`config.mk`:
```
export PLATFORM = sky130hd
export DESIGN_NAME = krm_fifo
export DESIGN_NICKNAME = d
export VERILOG_FILES = /design/src/hdl/krm_pkg.sv /design/src/hdl/krm_fifo.sv
export SDC_FILE = /design/constraint.sdc
export NUM_CORES = 1
export LEC_CHECK = 0
export BUFFER_PORTS_ARGS = -buffer_cell sky130_fd_sc_hd__buf_2
export CORE_MARGIN = 3
export CORE_UTILIZATION = 45
export CTS_CLUSTER_SIZE = 25
export DETAILED_ROUTE_END_ITERATION = 12
export PLACE_DENSITY = 0.79
export SYNTH_ARGS = -nofsm -noshare
export SYNTH_HDL_FRONTEND = slang
export SYNTH_SLANG_ARGS = --single-unit
```
`constraint.sdc`:
```
create_clock -name i_clk -period 1.85 [get_ports i_clk]
set_input_delay 0.4625 -clock i_clk [delete_from_list [all_inputs] [get_ports i_clk]]
set_output_delay 0.4625 -clock i_clk [all_outputs]
set_load 0.02 [all_outputs]
```
`src/hdl/krm_pkg.sv`:
```
// Shared types and constants for the keyed running-mean table.
// Used by krm_fifo, krm_div, krm_engine and keyed_running_mean_table.
`timescale 1ns / 1ps
package krm_pkg;
    localparam int DEFAULT_DEPTH = 64;
    localparam int QUEUE_DEPTH   = 2;
    localparam int DIV_W         = 24;
    localparam int DIVISOR_W     = 17;

    localparam logic [1:0] CMD_ADD   = 2'd0;
    localparam logic [1:0] CMD_EMA   = 2'd1;
    localparam logic [1:0] CMD_LIST  = 2'd2;
    localparam logic [1:0] CMD_CLEAR = 2'd3;

    localparam logic CFG_WEAK_THR  = 1'b0;
    localparam logic CFG_EMA_ALPHA = 1'b1;

    localparam logic [7:0] WEAK_THR_RESET  = 8'hB5;
    localparam logic [8:0] EMA_ALPHA_RESET = 9'd51;

    typedef struct packed {
        logic [1:0]  command;
        logic [31:0] ap_hash;
        logic [4:0]  hour;
        logic [2:0]  weekday;
        logic [7:0]  rssi;
        logic [7:0]  rssi_spread;
        logic [15:0] count_in;
        logic        weak_in;
        logic [6:0]  max_listed;
    } t_cmd;

    typedef struct packed {
        logic        status;
        logic        last;
        logic        listed_valid;
        logic [4:0]  listed_hour;
        logic [2:0]  listed_day;
        logic [7:0]  listed_mean;
        logic [7:0]  listed_spread;
        logic [15:0] listed_samples;
        logic        listed_weak;
        logic [6:0]  entry_total;
        logic [6:0]  weak_total;
    } t_result;

    typedef enum logic [9:0] {
        S_IDLE = 10'b0000000001,
        S_RD   = 10'b0000000010,
        S_CMP  = 10'b0000000100,
        S_MUL  = 10'b0000001000,
        S_EMA2 = 10'b0000010000,
        S_EMAN = 10'b0000100000,
        S_DIV  = 10'b0001000000,
        S_WR   = 10'b0010000000,
        S_EMIT = 10'b0100000000,
        S_LEND = 10'b1000000000
    } t_state;
endpackage

```
`src/hdl/krm_fifo.sv`:
```
// Small synchronous queue used on the command and result sides.
// Depends on krm_pkg for its default depth.
`timescale 1ns / 1ps
module krm_fifo
    import krm_pkg::*;
#(
    parameter int WIDTH = 8,
    parameter int DEPTH = QUEUE_DEPTH
) (
    input  logic             i_clk,
    input  logic             i_rst_n,
    input  logic             i_push,
    input  logic [WIDTH-1:0] i_data,
    output logic             o_full,
    input  logic             i_pop,
    output logic             o_empty,
    output logic [WIDTH-1:0] o_data
);
    localparam int PW = (DEPTH > 1) ? $clog2(DEPTH) : 1;

    logic [WIDTH-1:0] r_mem [DEPTH];
    logic [PW-1:0]    r_wp, r_rp;
    logic [PW:0]      r_cnt;
    logic             w_wr, w_rd;

    assign o_full  = (r_cnt == (PW+1)'(DEPTH));
    assign o_empty = (r_cnt == '0);
    assign w_wr    = i_push && !o_full;
    assign w_rd    = i_pop && !o_empty;
    assign o_data  = r_mem[r_rp];

    always_ff @(posedge i_clk) begin
        if (w_wr) begin
            r_mem[r_wp] <= i_data;
        end
    end

    always_ff @(posedge i_clk) begin
        if (!i_rst_n) begin
            r_wp  <= '0;
            r_rp  <= '0;
            r_cnt <= '0;
        end else begin
            if (w_wr) begin
                r_wp <= (r_wp == PW'(DEPTH - 1)) ? '0 : r_wp + 1'b1;
            end
            if (w_rd) begin
                r_rp <= (r_rp == PW'(DEPTH - 1)) ? '0 : r_rp + 1'b1;
            end
            r_cnt <= r_cnt + (PW+1)'(w_wr) - (PW+1)'(w_rd);
        end
    end
endmodule

```
Word level (Yosys, flattened, before mapping)

Memory sizes are Yosys's and may differ from the RTL's. A register that Yosys moved wholly into a read port is not among the register bits.
Cells that the tools add are included.

Memories: 1
Bits in writable memories: 16
Register bits: 4
Output and inout port bits: 10

Memory list:

| name  | words | width | read ports | clocked after Yosys merged registers in | write ports | line           | text |
|---|---|---|---|---|---|---|---|
| r_mem | 2     | 8     | 1          | 1                                       | 1           | krm_fifo.sv:21 | `logic [WIDTH-1:0] r_mem [DEPTH];` |

Equality and inequality tests: 1
Muxes and demuxes: 6
Add/subtract/negate cells: 4
Reduce and logical (&&, ||, !) cells: 5

Operators by type and width:

| operator                                   | number |
|---|---|
| 2-to-1 mux 1 bit                           | 6 |
| adder 1 bit, second input constant         | 2 |
| adder 2 x 1 -> 2 bit                       | 1 |
| equality test 2 bit, second input constant | 1 |
| logical AND 1 bit                          | 2 |
| logical NOT 1 bit                          | 2 |
| logical NOT 2 bit                          | 1 |
| subtractor 2 x 1 -> 2 bit                  | 1 |

Depth between registers and ports, before layout

Word-level depth: 5
Depth in mapped cells: 8
Gate-level depth less buffers: 8

Worst setup path before layout

Ideal clock, no wire load.

Path type: reg-to-reg
Start point: reg r_cnt[0]
End point: reg r_cnt[1]
Data arrival time: 1462 ps
Required time: 1772 ps
Cell stages (with the launch flop): 9
Path slack: 310 ps
Period minus slack after synthesis: 1540 ps
Path through: dfxtp_1 > nand2b_1 > nand2_1 > ha_1 > inv_1 > ha_1 > xor2_1 > and2_2 > nor3_1

Longest elaborated chain between the ends: 5
Elaborated cells between the ends (all ways): 8
Classes of those cells: add/sub: 2; eq/ne: 1; reduce/logical: 5

RTL lines:

| item                        | line           | text |
|---|---|---|
| start: declaration          | krm_fifo.sv:23 | `logic [PW:0] r_cnt;` |
| start signal: assignment    | krm_fifo.sv:50 | `r_cnt <= r_cnt + (PW+1)'(w_wr) - (PW+1)'(w_rd);` |
| equality test 2 bit         | krm_fifo.sv:26 | `assign o_full = (r_cnt == (PW+1)'(DEPTH));` |
| logical NOT 1 bit           | krm_fifo.sv:28 | `assign w_wr = i_push && !o_full;` |
| logical AND 1 bit           | krm_fifo.sv:28 |  |
| adder 2 x 1 -> 2 bit        | krm_fifo.sv:50 |  |
| subtractor 2 x 1 -> 2 bit * | krm_fifo.sv:50 |  |

Every way passes the cells marked *; elsewhere a longest branch is shown, timed or not.
A chain may end at the register's enable or synchronous reset.

==> run summary <==
The flow ran to the end, and the final reports show no timing, DRC or antenna violations. The worst-case hold path end point is r_mem[0][7]. The count of final max-slew check failures is 0, and the final estimated routing congestion in global placement is 0.667.

The register bit total from synthesis is 21. Measured against its own limit, the worst slew margin works out to 74.5%. Data arrives at the worst endpoint at 1260 ps.

The synthesized netlist cell count came out at 52. Setup slack on the worst reg-to-reg path comes out at 220 ps. Sorting the synthesized cells by area gives the leading types as sky130_fd_sc_hd__edfxtp_1 (59%), sky130_fd_sc_hd__dfxtp_1 (12%), sky130_fd_sc_hd__mux2_2 (11%).

The number of antenna diodes in the final layout is 0. The internal portion of the total power is 0.912 mW. The required time of the worst setup path was 1390 ps; the die outline height was 48.5 µm. After synthesis, the mean cell area works out to 15.6 µm². For the maximum level of the CTS H-tree, the log shows 1.

The library cells used most frequently in the layout, excluding fill and tap cells, are sky130_fd_sc_hd__buf_2 (21), sky130_fd_sc_hd__edfxtp_1 (16), sky130_fd_sc_hd__mux2_2 (8). Dividing the detail-routed via count by the number of cells gives 4.76. Summing all flip-flop and latch instances after layout gives 583 µm². The clock reaches the later pin of the worst-skew pair after 290 ps. The number of hold buffers added after CTS was 0.

Counting I/O delays and the setup requirement, the final critical path takes 1720 ps. The first global-routing pass estimated 2.17 mm of wire. The combined area of the multi-input logic cells was 215 µm²; the cell area after synthesis was 812 µm². For the clock sink count, the log shows 21.

The number of nets handed over by synthesis was 66. The register clock-pin slew on the reported worst setup and hold paths is 110 ps, and the count of final setup violators is 0. The analysis attributes to net switching a power of 0.449 mW. During placement, the flow inserted port buffers numbering 21.

The startpoint identified for the worst register-to-register timing path is r_cnt[0]. Count of vias placed by the detailed router: 481. After floorplanning, the core was sized to cover 1590 µm².

The cell accounting for the most synthesized area was sky130_fd_sc_hd__edfxtp_1. For this run the aggregate overflow at the end of global routing stands at 0. The largest net degree at the start of global routing was 12.

Dividing the final minimum period by the clock period gives 92.9%. The tool flagged a number of max-cap violations equal to 0. The number of standard-cell rows in the floorplan is 14, and the overall global routing resource usage is 12.2%. The buffer cell driving the clock tree root was sky130_fd_sc_hd__clkbuf_4.

The worst setup path category is reg2out. The analysis attributes to cell leakage a power of 0.412 nW. In this run the critical register-to-register path is captured at r_cnt[1]. The initial core utilization is 50.9%, and the number of iterations in the first detailed-routing pass is 4.

The wire-length estimate of the detail-placed layout is 972 µm. The share of total power dissipated in the clock network is 15.3%. The number of buffers created by CTS was 3; the design area was 978 µm².

Measured along the x axis, the die boundary spans 48.5 µm. The type of the most critical hold path was in2reg. The first routing iteration left 4 violations.

The number of nets in the layout came out at 92. In the final routed layout, each cell accounts on average for 12.3 µm. Summed over its instances, the top area cell type makes up 59.2% of the synthesized netlist area.

The worst setup path is captured at an output port. The maximum operating frequency is 582 MHz, and the full die area is 2350 µm². The library cell used most frequently in the layout, excluding fill and tap cells, is sky130_fd_sc_hd__buf_2. Worst-margin pin slew: 382 ps. The detail route stage leaves a number of antenna-violating nets equal to 0.

After filler insertion, the fill cell instance count of the layout stands at 132. The total power per unit cell area was 1390 nW/µm²; the proportion of layout cells with a drive suffix above 1 was 48.1%. The run gives 71.5% as the part of the Yosys area used for sequential elements.

The final number of hold-violating endpoints is 0. TritonCTS built the clock tree. Kind of start point of the critical path: a flip-flop. Synthesis instantiated 17 different standard cells from the library. Net switching is 33.0% of the power. The number of global-route vias before repair was 503; the worst-case vdd ir drop was 695 µV. The run gives 0 as the initial antenna violation count. The worst hold path begins at i_data[7]. The top fanout value on the critical path works out to 8.

From synthesis to final layout, the design area changed by 20.5%. For this design the top-level I/O count stands at 22. The proportion of power drawn by combinational gates is 34.4%, and the depth of the worst register-to-register path is 8. Setup TNS after final layout: 0 ps.

For this run, design rule violations remaining after detail routing come to 0. Per report_power, the sequential group accounts for 50.3% of the total. The Yosys step of the flow raised 0 warnings. The final layout contains routed wiring with a total length of 1.25 mm. Setup repair after global routing left no endpoint under its margin.

The worst hold path cell count is 1, and the worst clock skew is 5.73 ps. No sink is reached through more buffers than the 2 on the longest clock path. After detailed placement, the total cell area comes to 950 µm².
## cell families (layout without fill, tap and decap cells)
family / after synthesis / in the layout / synth area share, %
flops: 21 / 21 / 71.5
simple gates: 13 / 13 / 7.86
mux: 9 / 9 / 12.3
buf+inv: 4 / 29 / 2.00
fa+ha+maj: 2 / 2 / 3.08
xor+xnor: 2 / 2 / 2.16
compound gates: 1 / 1 / 1.08
## stage by stage
step / util [%] / hold slack [ps] / power (mW) / instances / worst slack, ps
after floorplan: - / 455 / 1.02 / 52 / 310
after global placement: 59.6 / 467 / 1.15 / 97 / 186
after detailed placement: 59.6 / 494 / 1.17 / 97 / 135
after CTS: 61.3 / 346 / 1.37 / 101 / 114
after global routing: 61.4 / 327 / 1.46 / 101 / 40.2
final: 61.4 / 356 / 1.36 / 101 / 131
## registers in the layout, summed over array words and instances (netlist names), named ones only
name   count
r_wp       1
r_mem     16
r_rp       1
r_cnt      2
## metal layers
metal | GRT usage (%) | up-vias | share of wire [%]
met5 | 0 | - | 0
met4 | 5.69 | 0 | 0
met3 | 5.21 | 0 | 7.2
met2 | 20.4 | 16 | 54
met1 | 13.5 | 232 | 39
li1 | - | 233 | -
## area by class of cell
class                           count  share of cell area [%]
Multi-Input combinational cell     27                    22.0
Sequential cell                    21                    59.6
Inverter                            3                    1.15
Tap cell                           24                    3.07
Timing Repair Buffer               22                    11.5
Clock buffer                        4                    2.69
## power by group through the flow
stage | combinational, mW | sequential, mW | clock [mW]
floorplan | 0.364 | 0.656 | 0
global placement | 0.462 | 0.688 | 0
detailed placement | 0.477 | 0.692 | 0
CTS | 0.476 | 0.686 | 0.213
global route | 0.525 | 0.700 | 0.235
finish | 0.468 | 0.685 | 0.208
## cell usage after synthesis
| library cell | count |
|---|---|
| sky130_fd_sc_hd__xor2_1 | 1 |
| sky130_fd_sc_hd__nand2_1 | 2 |
| sky130_fd_sc_hd__buf_2 | 1 |
| sky130_fd_sc_hd__inv_1 | 3 |
| sky130_fd_sc_hd__dfxtp_1 | 5 |
| sky130_fd_sc_hd__nor2_1 | 5 |
| sky130_fd_sc_hd__nor3_1 | 1 |
| sky130_fd_sc_hd__xnor2_1 | 1 |
| sky130_fd_sc_hd__and3_1 | 1 |
| sky130_fd_sc_hd__mux2i_1 | 1 |
| sky130_fd_sc_hd__mux2_2 | 8 |
| sky130_fd_sc_hd__ha_1 | 2 |
| sky130_fd_sc_hd__nand2b_1 | 2 |
| sky130_fd_sc_hd__o21a_2 | 1 |
| sky130_fd_sc_hd__and2_1 | 1 |
| sky130_fd_sc_hd__edfxtp_1 | 16 |
| sky130_fd_sc_hd__and2_2 | 1 |
## how the worst max path moves through the flow
stage | end | slack (ps) | startpoint
5_1_grt | r_cnt[1] | 40 | r_cnt[0]
3_5_place_dp | r_cnt[1] | 130 | i_pop
3_3_place_gp | r_cnt[1] | 190 | i_pop
4_1_cts | o_data[5] | 110 | flip-flop
2_1_floorplan | r_cnt[1] | 310 | r_cnt[0]
6_report | o_data[5] | 130 | flip-flop
## critical path: stages, from the launching register on
cell,delay [ps]
sky130_fd_sc_hd__dfxtp_2,440
sky130_fd_sc_hd__mux2_2,360
sky130_fd_sc_hd__buf_2,160
## timing repair
action	in CTS	in global routing
gates resized for setup	1	1
setup endpoints to repair	1	1
setup buffers	0	0
Note: power is estimated with default switching activity, not from simulation.
